==> src/hdl/slts_pkg.sv <==
// ----------------------------------------------------------------------------
// slts_pkg : shared types and constants of the lru tag store
// field widths, csr indexes and reset values, configuration and control
// structs and the sequencer state type
// ----------------------------------------------------------------------------
`default_nettype none

package slts_pkg;

   localparam int ADDR_W      = 64;
   localparam int OFFSET_W    = 5;
   localparam int SET_W       = 4;
   localparam int WAYS_W      = 4;
   localparam int CSR_INDEX_W = 2;
   localparam int CSR_DATA_W  = 5;
   // widest masked set value: set_bits is at most 15
   localparam int SET_VAL_W   = (2 ** SET_W) - 1;

   localparam logic [CSR_INDEX_W-1:0] CSR_OFFSET_BITS = 2'd0;
   localparam logic [CSR_INDEX_W-1:0] CSR_SET_BITS    = 2'd1;
   localparam logic [CSR_INDEX_W-1:0] CSR_WAYS_IN_USE = 2'd2;

   localparam logic [OFFSET_W-1:0] OFFSET_BITS_RESET = 5'd6;
   localparam logic [SET_W-1:0]    SET_BITS_RESET    = 4'd6;
   localparam logic [WAYS_W-1:0]   WAYS_RESET        = 4'd4;

   typedef struct packed {
      logic [OFFSET_W-1:0] offset_bits;
      logic [SET_W-1:0]    set_bits;
      logic [WAYS_W-1:0]   ways_in_use;
   } cfg_type;

   typedef struct packed {
      logic rd_en;
      logic wr_en;
   } store_ctl_type;

   typedef enum logic [2:0] {
      ST_CLEAR,
      ST_IDLE,
      ST_QUOT,
      ST_READ,
      ST_UPDATE
   } seq_state_type;

endpackage

`default_nettype wire

==> src/hdl/slts_set_index.sv <==
// ----------------------------------------------------------------------------
// slts_set_index : address split and set index reduction
// splits the address into masked set value and tag, then reduces the set
// value modulo the store depth by reciprocal multiply with one correction
// ----------------------------------------------------------------------------
`default_nettype none

module slts_set_index #(
   parameter int MAX_SETS  = 1024,
   parameter int TAG_WIDTH = 32
) (
   input  wire logic                        clock,
   input  wire slts_pkg::cfg_type           cfg,
   input  wire logic [slts_pkg::ADDR_W-1:0] address,
   input  wire logic                        load,
   output logic [((MAX_SETS > 1) ? $clog2(MAX_SETS) : 1)-1:0] set_index,
   output logic [TAG_WIDTH-1:0]             tag
);

   localparam int IDXW    = (MAX_SETS > 1) ? $clog2(MAX_SETS) : 1;
   localparam int VW      = slts_pkg::SET_VAL_W;
   localparam int RECIP_W = VW + 1;
   localparam int PROD_W  = VW + RECIP_W;
   localparam int MOD_W   = $clog2(MAX_SETS + 1);
   localparam int MUL_W   = VW + MOD_W;
   localparam int SHIFT_W = slts_pkg::OFFSET_W + 1;
   localparam logic [RECIP_W-1:0] RECIP = RECIP_W'((32'd1 << VW) / MAX_SETS);

   logic [slts_pkg::ADDR_W-1:0] shifted;
   logic [slts_pkg::ADDR_W-1:0] tag_shifted;
   logic [SHIFT_W-1:0]          tag_shift;
   logic [VW:0]                 mask_full;
   logic [VW-1:0]               set_val_in;
   logic [VW-1:0]               set_val_ff;
   logic [TAG_WIDTH-1:0]        tag_in;
   logic [TAG_WIDTH-1:0]        tag_ff;
   logic [PROD_W-1:0]           prod;
   logic [VW-1:0]               quot_in;
   logic [VW-1:0]               quot_ff;
   logic [MUL_W-1:0]            quot_mul;
   logic [MUL_W-1:0]            rem_raw;
   logic [MUL_W-1:0]            rem_fix;

   always_comb begin
      shifted     = address >> cfg.offset_bits;
      mask_full   = ((VW + 1)'(1) << cfg.set_bits) - (VW + 1)'(1);
      set_val_in  = shifted[VW-1:0] & mask_full[VW-1:0];
      tag_shift   = SHIFT_W'(cfg.offset_bits) + SHIFT_W'(cfg.set_bits);
      tag_shifted = address >> tag_shift;
      tag_in      = tag_shifted[TAG_WIDTH-1:0];
   end

   // quotient estimate, at most one below the true quotient
   always_comb begin
      prod    = PROD_W'(set_val_ff) * PROD_W'(RECIP);
      quot_in = prod[VW +: VW];
   end

   always_comb begin
      quot_mul = MUL_W'(quot_ff) * MUL_W'(MAX_SETS);
      rem_raw  = MUL_W'(set_val_ff) - quot_mul;
      rem_fix  = (rem_raw >= MUL_W'(MAX_SETS)) ? rem_raw - MUL_W'(MAX_SETS) : rem_raw;
   end

   always_ff @(posedge clock) begin
      if (load) begin
         set_val_ff <= set_val_in;
         tag_ff     <= tag_in;
      end
      quot_ff <= quot_in;
   end

   assign set_index = rem_fix[IDXW-1:0];
   assign tag       = tag_ff;

endmodule

`default_nettype wire

==> config.mk <==
export PLATFORM = sky130hd
export DESIGN_NAME = slts_set_index
export DESIGN_NICKNAME = d
export VERILOG_FILES = /design/src/hdl/slts_pkg.sv /design/src/hdl/slts_set_index.sv
export SDC_FILE = /design/constraint.sdc
export NUM_CORES = 1
export LEC_CHECK = 0
export BUFFER_PORTS_ARGS = -buffer_cell sky130_fd_sc_hd__buf_4
export CAP_MARGIN = 20
export CORE_MARGIN = 10
export CORE_UTILIZATION = 50
export DETAILED_ROUTE_END_ITERATION = 16
export GPL_TIMING_DRIVEN = 1
export PLACE_DENSITY = 0.81
export SYNTH_ARGS = -nofsm -noshare
export SYNTH_HDL_FRONTEND = slang
export SYNTH_SLANG_ARGS = --single-unit
==> constraint.sdc <==
create_clock -name clock -period 2.9 [get_ports clock]
set_input_delay 0.29 -clock clock [delete_from_list [all_inputs] [get_ports clock]]
set_output_delay 0.29 -clock clock [all_outputs]
set_load 0.03 [all_outputs]
==> results.toml <==
[timing]
relSlewSlack_pct = 36.1
hold_violations = 0
fin_crit_ns = 2.82
setup_viol = 0
timing.fmax_mhz = 355
worst_slew_pin_slew_ns = 0.954
final_max_slew_viol_count = 0
rsz0062_at_grt = "no"
fin_tns_setup_ns = 0
timing.final.crit_share_pct = 97.1

[synthesis]
avgSynthCellArea_sq_um = 9.44
seq_area_frac_synth_pct = 18.4
syn_area_sq_mm = 0.00684
ys_async_sr_fraction_pct = 0
synth_edf_count = 42
synthesis.nets = 810
synth_area_leaders = "mux2i_1 (26%), edfxtp_1 (18%), mux4_2 (14%)"
synth_seq_cells = 42
syn_inst = 725
synth_largest_area_cell = "mux2i_1"
synth_top_area_share_pct = 26.3
synth_ff_type = "edfxtp_1"
synthDistinctLibCells = 57
yosysWarnings = 0

[global_routing]
grt_util_all_layers_pct = 24.9
grt_pass1_vias = 6725
grt_pass1_wl_um = 36900
grt_max_degree = 45
antenna_found_initial = 0
grt-ovfl-total = 0

[cells_and_area]
nets = 958
drive_gt1_share_pct = 35.8
final_area_sq_mm = 0.00859
area_delta_synth_final_pct = 25.5
fillers = 1173
final_core_util_pct = 64.3
num_antenna_cells = 0

[placed_design]
dp_hpwl_um = 19500
placed_cell_area_sq_mm = 0.00842
globalplace.congestion = 1.04
portBuffers = 116

[route]
num_vias = 6733
drt_pre_antenna_iters = 6
ant_nets = 0
viasPerCell = 6.41
drt_iter0_markers = 740
wire_per_inst_um = 22.8
routed_wl_um = 23900
route.detailed.drc = 0

[die]
io_pins = 121
start_util_pct = 51.3
die_x_um = 137
dieArea_sq_mm = 0.0188
row_count = 42
core_area_sq_mm = 0.0133
die_y_um = 137

[cts]
cts_root_buf = "clkbuf_16"
cts.sinks = 42
cts_hold_buffers = 0
path_clk_slew_ns = 0.06
post_cts_buffers = 0
cts.path.max_buffers = 2
cts_buffers = 5
cts-resized-gates = 0
cts_tree = "yes"
cts.htree.levels = 2

[min_path]
min_from = "cfg[7]"
hold_depth = 2
hp-class = "input pin to flip-flop"

[outcome]
status = "finished clean"

[worst_setup_path]
critPathArrivalTime_ns = 2.84
required_ns = 2.92
worstSetupStartpointType = "input pin"
cp_max_fo = 22
crit_path_start = "cfg[4]"
worst-setup-path-type = "input pin to flip-flop"
crit_path_end_kind = "flip-flop"
worstSetupEndpoint = "tag[26]"

[pwr]
p_leak_nw = 3.75
peakVddDrop_uv = 200
p_per_area_mw_per_mm2 = 525

[flow_run]
maxCapViolations = 0
per-stage QoR:
step                      worst slack (ns)  total power, mW  hold slack (ns)  std cells
after floorplan                     0.0596             2.69            0.402        725
after global routing               0.00105             4.73            0.449       1050
after global placement             -0.0303             3.78            0.687       1042
after CTS                            0.207             4.45            0.430       1050
after detailed placement           -0.0716             3.82            0.725       1042
final                               0.0834             4.51            0.446       1050
flip-flops by register name, summed over array words and instances (netlist names):
register / flops
tag: 32
set_val_ff: 10
worst min path at each step:
stage                                to
after floorplan           set_val_ff[0]
after CTS                 set_val_ff[7]
after global routing      set_val_ff[7]
final                     set_val_ff[7]
after global placement    set_val_ff[7]
after detailed placement  set_val_ff[7]
cell usage in the layout, fill, tap and decap left out, types with 8 or more instances in the layout:
cell,synthesis,layout
a211oi_1,14,14
a21oi_1,32,32
mux4_2,42,42
o211ai_1,17,17
nor2_1,42,42
nand2_1,74,74
nor3_1,13,13
buf_4,8,204
mux2i_1,180,180
o21ai_0,42,42
edfxtp_1,42,42
buf_12,0,8
a22oi_1,9,9
mux2_2,41,41
power by group:
part,switching [mW],internal [mW]
Clock,0.226,0.406
Combinational,1.70,1.31
Sequential,0.0302,0.838
cell families after synthesis:
| family | Yosys count | synth area share (%) |
|---|---|---|
| mux | 263 | 46.9 |
| flops | 42 | 18.4 |
| simple gates | 163 | 10.4 |
| xor+xnor | 4 | 0.786 |
| fa+ha+maj | 6 | 1.21 |
| buf+inv | 78 | 5.59 |
| compound gates | 169 | 16.7 |
layout make-up:
cell class                 count  area [sq um]  share of cell area [%]
multi-input combinational    605          5220                    60.8
timing repair buffer         212          1690                    19.7
sequential                    42          1260                    14.7
tap                          176           220                    2.56
clock buffer                   6           129                    1.50
clock inverter                 2          37.5                   0.437
inverter                       7          26.3                   0.306
critical path, cell delays in order:
cell      delay, ns
buf_4          0.13
ha_4           0.16
fa_2           0.70
buf_4          0.34
nand2_1        0.07
o21ai_0        0.11
nor2_1         0.06
o31ai_1        0.67
buf_4          0.22
o211ai_1       0.08
per-layer routing:
layer,vias to the layer above,global-route usage (%),wire (um)
met4,0,6.32,477
li1,3144,-,-
met3,43,9.35,2720
met5,-,0,0
met1,3228,32.2,9940
met2,318,38.4,10800
cells in the mapped netlist, types with 13 or more instances:
| cell type | number |
|---|---|
| mux2i_1 | 180 |
| nand2_1 | 74 |
| edfxtp_1 | 42 |
| mux4_2 | 42 |
| nor2_1 | 42 |
| o21ai_0 | 42 |
| mux2_2 | 41 |
| a21oi_1 | 32 |
| buf_2 | 30 |
| clkbuf_1 | 24 |
| o211ai_1 | 17 |
| a211oi_1 | 14 |
| nor3_1 | 13 |
Note: power is estimated with default switching activity, not from simulation.
