[src/hdl/slts_pkg.sv]
// ----------------------------------------------------------------------------
// slts_pkg : shared types and constants of the lru tag store
// field widths, csr indexes and reset values, configuration and control
// structs and the sequencer state type
// ----------------------------------------------------------------------------
`default_nettype none

package slts_pkg;

   localparam int ADDR_W      = 64;
   localparam int OFFSET_W    = 5;
   localparam int SET_W       = 4;
   localparam int WAYS_W      = 4;
   localparam int CSR_INDEX_W = 2;
   localparam int CSR_DATA_W  = 5;
   // widest masked set value: set_bits is at most 15
   localparam int SET_VAL_W   = (2 ** SET_W) - 1;

   localparam logic [CSR_INDEX_W-1:0] CSR_OFFSET_BITS = 2'd0;
   localparam logic [CSR_INDEX_W-1:0] CSR_SET_BITS    = 2'd1;
   localparam logic [CSR_INDEX_W-1:0] CSR_WAYS_IN_USE = 2'd2;

   localparam logic [OFFSET_W-1:0] OFFSET_BITS_RESET = 5'd6;
   localparam logic [SET_W-1:0]    SET_BITS_RESET    = 4'd6;
   localparam logic [WAYS_W-1:0]   WAYS_RESET        = 4'd4;

   typedef struct packed {
      logic [OFFSET_W-1:0] offset_bits;
      logic [SET_W-1:0]    set_bits;
      logic [WAYS_W-1:0]   ways_in_use;
   } cfg_type;

   typedef struct packed {
      logic rd_en;
      logic wr_en;
   } store_ctl_type;

   typedef enum logic [2:0] {
      ST_CLEAR,
      ST_IDLE,
      ST_QUOT,
      ST_READ,
      ST_UPDATE
   } seq_state_type;

endpackage

`default_nettype wire

[src/hdl/slts_lru_update.sv]
// ----------------------------------------------------------------------------
// slts_lru_update : tag compare and replacement
// compares the tag with the in-use ways of the row read, picks the touched
// way and builds the row written back with updated ages
// ----------------------------------------------------------------------------
`default_nettype none

module slts_lru_update #(
   parameter int MAX_WAYS  = 8,
   parameter int TAG_WIDTH = 32
) (
   input  wire slts_pkg::cfg_type                  cfg,
   input  wire logic [TAG_WIDTH-1:0]               tag,
   input  wire logic [MAX_WAYS-1:0][TAG_WIDTH-1:0] rd_tag,
   input  wire logic [MAX_WAYS-1:0]                rd_valid,
   input  wire logic [MAX_WAYS-1:0][$clog2(MAX_WAYS + 1)-1:0] rd_age,
   output logic                                    hit,
   output logic [MAX_WAYS-1:0][TAG_WIDTH-1:0]      wr_tag,
   output logic [MAX_WAYS-1:0]                     wr_valid,
   output logic [MAX_WAYS-1:0][$clog2(MAX_WAYS + 1)-1:0] wr_age
);

   localparam int AW = $clog2(MAX_WAYS + 1);
   localparam int WW = (MAX_WAYS > 1) ? $clog2(MAX_WAYS) : 1;

   logic [AW-1:0]       active;
   logic [MAX_WAYS-1:0] in_use;
   logic [MAX_WAYS-1:0] match;
   logic                hit_found;
   logic [WW-1:0]       hit_way;
   logic                inv_found;
   logic [WW-1:0]       inv_way;
   logic [WW-1:0]       lru_way;
   logic [AW-1:0]       best_age;
   logic [WW-1:0]       touched;

   // zero ways means one, too many means all
   always_comb begin
      if (cfg.ways_in_use == '0) begin
         active = AW'(1);
      end else if ({1'b0, cfg.ways_in_use} > 5'(MAX_WAYS)) begin
         active = AW'(MAX_WAYS);
      end else begin
         active = AW'(cfg.ways_in_use);
      end
   end

   always_comb begin
      for (int i = 0; i < MAX_WAYS; i++) begin
         in_use[i] = (i < int'(active));
         match[i]  = in_use[i] && rd_valid[i] && (rd_tag[i] == tag);
      end
   end

   // lowest matching way, lowest invalid way
   always_comb begin
      hit_found = 1'b0;
      hit_way   = '0;
      inv_found = 1'b0;
      inv_way   = '0;
      for (int i = MAX_WAYS - 1; i >= 0; i--) begin
         if (match[i]) begin
            hit_found = 1'b1;
            hit_way   = WW'(i);
         end
         if (in_use[i] && !rd_valid[i]) begin
            inv_found = 1'b1;
            inv_way   = WW'(i);
         end
      end
   end

   // oldest way, lowest on a tie
   always_comb begin
      lru_way  = '0;
      best_age = rd_age[0];
      for (int i = 1; i < MAX_WAYS; i++) begin
         if (in_use[i] && (rd_age[i] > best_age)) begin
            best_age = rd_age[i];
            lru_way  = WW'(i);
         end
      end
   end

   always_comb begin
      if (hit_found) begin
         touched = hit_way;
      end else if (inv_found) begin
         touched = inv_way;
      end else begin
         touched = lru_way;
      end
   end

   always_comb begin
      for (int i = 0; i < MAX_WAYS; i++) begin
         wr_valid[i] = rd_valid[i];
         wr_tag[i]   = rd_tag[i];
         wr_age[i]   = rd_age[i];
         if (in_use[i] && (rd_age[i] < active)) begin
            wr_age[i] = rd_age[i] + 1'b1;
         end
         if (WW'(i) == touched) begin
            wr_age[i] = '0;
            if (!hit_found) begin
               wr_valid[i] = 1'b1;
               wr_tag[i]   = tag;
            end
         end
      end
   end

   assign hit = hit_found;

endmodule

`default_nettype wire
[config.mk]
export PLATFORM = sky130hd
export DESIGN_NAME = slts_lru_update
export DESIGN_NICKNAME = d
export VERILOG_FILES = /design/src/hdl/slts_pkg.sv /design/src/hdl/slts_lru_update.sv
export SDC_FILE = /design/constraint.sdc
export NUM_CORES = 1
export LEC_CHECK = 0
export ABC_AREA = 1
export ABC_CLOCK_PERIOD_IN_PS = 24000
export BUFFER_PORTS_ARGS = -buffer_cell sky130_fd_sc_hd__buf_2
export CAP_MARGIN = 20
export CORE_AREA = 2 2 250 252
export DETAILED_ROUTE_END_ITERATION = 7
export DIE_AREA = 0 0 252 254
export SYNTH_ARGS = -nofsm -noshare
export SYNTH_HDL_FRONTEND = slang
export SYNTH_SLANG_ARGS = --single-unit
[constraint.sdc]
create_clock -name vclk -period 24
set_input_delay 7.2 -clock vclk [all_inputs]
set_output_delay 7.2 -clock vclk [all_outputs]
set_load 0.1 [all_outputs]
==> results of run 1 <==
-- cells in the final DEF (no fill, tap or decap), types with 10 or more instances in the layout --
master and instances:
sky130_fd_sc_hd__nand2_2 15, sky130_fd_sc_hd__xor2_1 53, sky130_fd_sc_hd__buf_6 23, sky130_fd_sc_hd__clkbuf_4 67, sky130_fd_sc_hd__nor2_1 92, sky130_fd_sc_hd__buf_12 154, sky130_fd_sc_hd__nor4_1 28, sky130_fd_sc_hd__o21ai_0 81
sky130_fd_sc_hd__nand2_1 1008, sky130_fd_sc_hd__nand3_1 48, sky130_fd_sc_hd__a21oi_1 19, sky130_fd_sc_hd__ha_1 56, sky130_fd_sc_hd__o22ai_1 43, sky130_fd_sc_hd__buf_4 86, sky130_fd_sc_hd__a22o_1 15, sky130_fd_sc_hd__inv_1 150
sky130_fd_sc_hd__or2_2 20, sky130_fd_sc_hd__a211oi_1 10, sky130_fd_sc_hd__o2111ai_1 15, sky130_fd_sc_hd__xnor2_1 31, sky130_fd_sc_hd__nor3_1 15, sky130_fd_sc_hd__nor2_2 14, sky130_fd_sc_hd__a221oi_1 11, sky130_fd_sc_hd__buf_2 375
sky130_fd_sc_hd__nand4_1 31
-- where the power goes --
part	leakage, nW	internal (mW)	switching, mW
Sequential	0	0	0
Combinational	9.06	0.236	0.652
Clock	0.0000537	0.0000000239	0
Total	9.07	0.236	0.652
-- layer usage --
layer,up-vias,global-route usage
li1,7502,-
met1,7735,0.374
met2,1156,0.476
met3,184,0.0903
met4,18,0.0577
met5,-,0
-- what timing repair did --
action | in CTS | in global routing
setup endpoints to repair | 0 | 296
gates resized for setup | 0 | 182
setup buffers | 0 | 17
-- critical path: cells and delay by family --
kind / cells / cell delay (ps)
compound gates: 13 / 1850
fa+ha+maj: 7 / 2140
simple gates: 32 / 3140
buf+inv: 12 / 1450
-- final timing paths --
path | slack [ps] | end | cells after the start
worst max-delay path | 900 | wr_tag[41] | 64
worst min-delay path | 14820 | wr_tag[114] | 4
-- cell families (layout without fill, tap and decap cells) --
logic type | after synthesis | after routing | share of synthesized area
AND/OR/NAND/NOR | 1307 | 1308 | 0.574
buffers and inverters | 243 | 867 | 0.109
AO/OA/AOI/OAI | 238 | 238 | 0.164
XOR/XNOR | 84 | 84 | 0.0781
adder cells (fa/ha/maj) | 56 | 56 | 0.0744
other | 0 | 8 | 0
-- per-stage QoR --
step           utilization  total power [mW]  TNS [ps]  setup WS, ps
6_report             0.269             0.888         0           903
5_1_grt              0.269             0.929      -212         -26.6
4_1_cts              0.260             0.854         0           123
3_5_place_dp         0.260             0.852         0           139
3_3_place_gp         0.259             0.847         0           304
2_1_floorplan            -             0.563         0          1040
-- area by class of cell --
class                      instances  area (um2)
antenna                            8        20.0
fill                            7036       44800
inverter                         159         617
multi-input combinational       1686        8470
tap                              790         988
timing repair buffer             707        6410
timing repair inverter             1        5.00
==> implementation parameters, run 1 <==
Parameter                              Value

Status
  Outcome    finished clean

Worst hold path
  Type of the most critical hold path    input port to output port
  Min-Delay Startpoint    rd_tag[114]

GRT
  Number of antenna violations at the first check in global routing    21
  GR Overflow Total    0
  Pin count of the biggest net entering global routing    34
  GRT Total Usage    0.291
  Wire length of the first global-routing pass    128000 um
  Via count of the first global-routing pass    14800

Clocking
  Number of hold-repair buffers added at the cts stage    0

Floorplan
  I/O pin cnt    638
  Total number of placement rows    91
  Starting utilization of the core area    0.154
  Core area    61300 um2
  Die Wd    252 um
  Height of the chip    254 um
  Full die area    64000 um2

STA
  Achievable Freq    43.3 MHz
  Actual transition at the worst max-transition pin    1160 ps
  Worst-case headroom to the max-slew limit    0.219
  Shortest clock period the worst path allows after layout    23100 ps
  Number of endpoints failing setup at the final stage    0
  Minimum hold slack    14820 ps
  Final hold violation count    0
  Final Slew Violations    0
  Period utilisation layout    0.962

Run
  Max capacitance violation total    0

Final layout
  Cell area after layout    16500 um2
  Sequential cells    0
  Final non-filler cell total    3351
  Area of all sequential standard cells    0 um2
  Clock buffer instance count of the final layout    0
  Post-synthesis to final-layout area growth    75.2%
  Proportion of layout cells with a drive suffix above 1    0.309
  Post-layout nets    2952

Worst setup path
  Setup crit end kind    output port
  Signal arrival time at the worst endpoint    15900 ps
  Cell mode on critical path    sky130_fd_sc_hd__nand2_1
  Critical path launch point    rd_age[3]
  Biggest fanout along the worst timing path    32
  Worst setup path class    input port to output port
  Data required, critical path    16800 ps
  Slowest cell on the critical path    sky130_fd_sc_hd__ha_1
  Kind of launch point of the worst setup path    input port
  Crit-path max cell delay    340 ps

Synth
  Cell types with the largest area share after synthesis    sky130_fd_sc_hd__nand2_1, sky130_fd_sc_hd__ha_1, sky130_fd_sc_hd__inv_1, sky130_fd_sc_hd__xor2_1, sky130_fd_sc_hd__o21ai_0
  Share of the synthesized area in the top cell type    0.403
  Yosys cell types    45
  Proportion of synthesized chip area in sequential cells    0
  Synthesis Warnings    0
  Cell area after synthesis    9420 um2
  Net count after synthesis    2325
  Most frequent cells after synthesis    sky130_fd_sc_hd__nand2_1, sky130_fd_sc_hd__inv_1, sky130_fd_sc_hd__nor2_1
  Gate count of the mapped netlist    1928
  Count leader, synth    sky130_fd_sc_hd__nand2_1
  Dominant cell type by area after synthesis    sky130_fd_sc_hd__nand2_1
  Synthesized area per cell    4.89 um2

Route
  Final ANT Viol Nets    0
  WL met2    44200 um
  Remaining DRCs    0
  Total via count in the routed design    16600
  Total met3 wirelength after detailed routing    10800 um
  Via density    4.95
  Wl on met1    40900 um
  First-iteration detailed-routing DRC count    1921
  Uppermost signal routing layer after detailed routing    met5
  Total detailed-routing wirelength    99100 um
  Average wire per cell in the routed design    29.6 um
  Iteration count of the initial detailed-routing pass    6

Place
  Weighted congestion at the end of routability-driven global placement    0.986
  Placed Cells incl. Taps    3323
  HPWL Detailed    83200 um
  I/O Buffers    629
  Post-Place Cell Area    15900 um2

Power and ir drop
  Worst-case vdd ir drop    0.0258 mV
  Cell leakage power    9.07 nW
  Areal power density over the cells    53.8 nW/um2
Power figures use the tool's default switching activity.
==> run 2: changes to the inputs <==
Settings changed: REMOVE_ABC_BUFFERS set to 1.
==> run 2 against run 1 <==
Net effect:
- sequential share of layout area is the same
- critical path depth decreased by 1
- setup slack got worse by 160 ps
- fmax fell by 0.67%
- via count is 0.72% lower
- count of clock-buffer cells in the layout stayed put
- critical endpoint is now wr_tag[95]
- combinational power down 5.1%
- critical path type unchanged
- wire length down 4.7%
- power fell by 5.1%
- first-iteration DRC count fell by 5.0%
- final cell count is essentially flat
- design area shrank 3.5%
==> implementation parameters, run 2 (synthesis gave the netlist of run 1 again) <==
Parameter                              Value

Route
  Final ANT Viol Nets    0
  Via density    4.92
  Remaining DRCs    0
  Total via count in the routed design    16500
  Average wire per cell in the routed design    28.2 um
  Total detailed-routing wirelength    94400 um
  First-iteration detailed-routing DRC count    1825
  Iteration count of the initial detailed-routing pass    7

Worst setup path
  Setup crit end kind    output port
  Crit-path max cell delay    330 ps
  Worst setup path class    input port to output port
  Kind of launch point of the worst setup path    input port
  Data required, critical path    16800 ps
  Biggest fanout along the worst timing path    15
  Slowest cell on the critical path    sky130_fd_sc_hd__ha_1
  Cell mode on critical path    sky130_fd_sc_hd__nand2_1
  Signal arrival time at the worst endpoint    16050 ps

Run
  Max capacitance violation total    0

Place
  Placed Cells incl. Taps    3323
  I/O Buffers    629
  Worst slack at placement    118 ps
  HPWL Detailed    77100 um
  Weighted congestion at the end of routability-driven global placement    0.946

STA
  Actual transition at the worst max-transition pin    1170 ps
  Final Slew Violations    0
  Period utilisation layout    0.969
  Achievable Freq    43.0 MHz
  Number of endpoints failing setup at the final stage    0
  Worst setup slack after layout    747 ps
  Worst-case headroom to the max-slew limit    0.199
  Total Negative Setup Slacks    0 ps
  Final hold violation count    0
  Shortest clock period the worst path allows after layout    23250 ps

GRT
  Via count of the first global-routing pass    14900
  GRT Total Usage    0.273
  Number of antenna violations at the first check in global routing    16
  GR Overflow Total    0
  Pin count of the biggest net entering global routing    34
  Wire length of the first global-routing pass    121000 um

Final layout
  Commonest non-fill, non-tap cells in the layout    sky130_fd_sc_hd__nand2_1, sky130_fd_sc_hd__buf_2, sky130_fd_sc_hd__inv_1
  Leading cell type in the layout, fill and taps excluded    sky130_fd_sc_hd__nand2_1
  Proportion of layout cells with a drive suffix above 1    0.309
  Sequential cells    0
  Post-layout nets    2947
  Clock buffer instance count of the final layout    0
  Area of all sequential standard cells    0 um2
  Total of fill cells in the finished design    7061
  Fraction of the core area covered by cells at the end of the flow    0.260
  Final non-filler cell total    3348
  Post-synthesis to final-layout area growth    69.1%

Worst hold path
  Type of the most critical hold path    input port to output port
  Min-Delay Endpoint    wr_tag[225]
  Worst hold path cell count    4
  Min-Delay Startpoint    rd_tag[225]

Status
  Outcome    finished clean

Floorplan
  Full die area    64000 um2
  Total number of placement rows    91
  Die Wd    252 um
  Core area    61300 um2
  Starting utilization of the core area    0.154
  I/O pin cnt    638
  Height of the chip    254 um

Power and ir drop
  Worst-case vdd ir drop    0.0298 mV
  Cell leakage power    8.82 nW
  Areal power density over the cells    52.9 nW/um2
  Power Total    0.843 mW
run 2: cell count changes in the layout (fill, tap and decap cells not counted), sizes merged:
cell,change
diode,+2
clkbuf,+23
buf,-27
clkinv,-2
inv,+1
run 2: report_power, final:
part / switching, mW / internal, mW
Clock: 0 / 0.0000000165
Combinational: 0.637 / 0.205
Sequential: 0 / 0
Total: 0.637 / 0.205
run 2: how the worst max path moves through the flow:
stage / start / end / slack (ps)
after floorplan: rd_age[3] / wr_valid[4] / 1070
after global placement: rd_age[3] / wr_tag[228] / 210
after detailed placement: rd_age[2] / wr_tag[228] / 120
after CTS: rd_age[2] / wr_tag[228] / 110
after global routing: rd_age[3] / wr_tag[79] / -80
final: rd_age[3] / wr_tag[95] / 750
run 2: critical path, delay by kind of cell:
family,cells,cell delay [ps]
and+or+nand+nor,34,3470
buffers and inverters,10,1170
adders and majority gates,7,2220
AOI/OAI and AO/OA,12,1950
run 2: per-layer routing:
| metal | track usage | part of all wire | vias up |
|---|---|---|---|
| met5 | 0.0131 | 0.0014 | - |
| met4 | 0.0891 | 0.043 | 6 |
| met3 | 0.0698 | 0.097 | 211 |
| met2 | 0.442 | 0.45 | 1122 |
| met1 | 0.351 | 0.41 | 7652 |
| li1 | - | - | 7485 |
run 2: area by class of cell:
type / count / area (um2) / share of cell area
antenna: 10 / 25.0 / 0.00157
tap: 790 / 988 / 0.0620
inverter: 159 / 619 / 0.0389
timing repair buffer: 703 / 5800 / 0.364
multi-input combinational: 1686 / 8500 / 0.533
run 2: per-stage QoR:
stage          hold slack, ps  cell area [um2]
2_1_floorplan           14840             8990
3_3_place_gp            14820            15200
3_5_place_dp            14810            15200
4_1_cts                 14810            15200
5_1_grt                 14840            15900
6_report                14810            15900
run 2: repair_timing:
action	4_1_cts	5_1_grt
resized for setup	0	271
setup endpoints to repair	0	294
hold buffers	0	0
endpoints found under the hold margin	0	0
buffers inserted	0	8
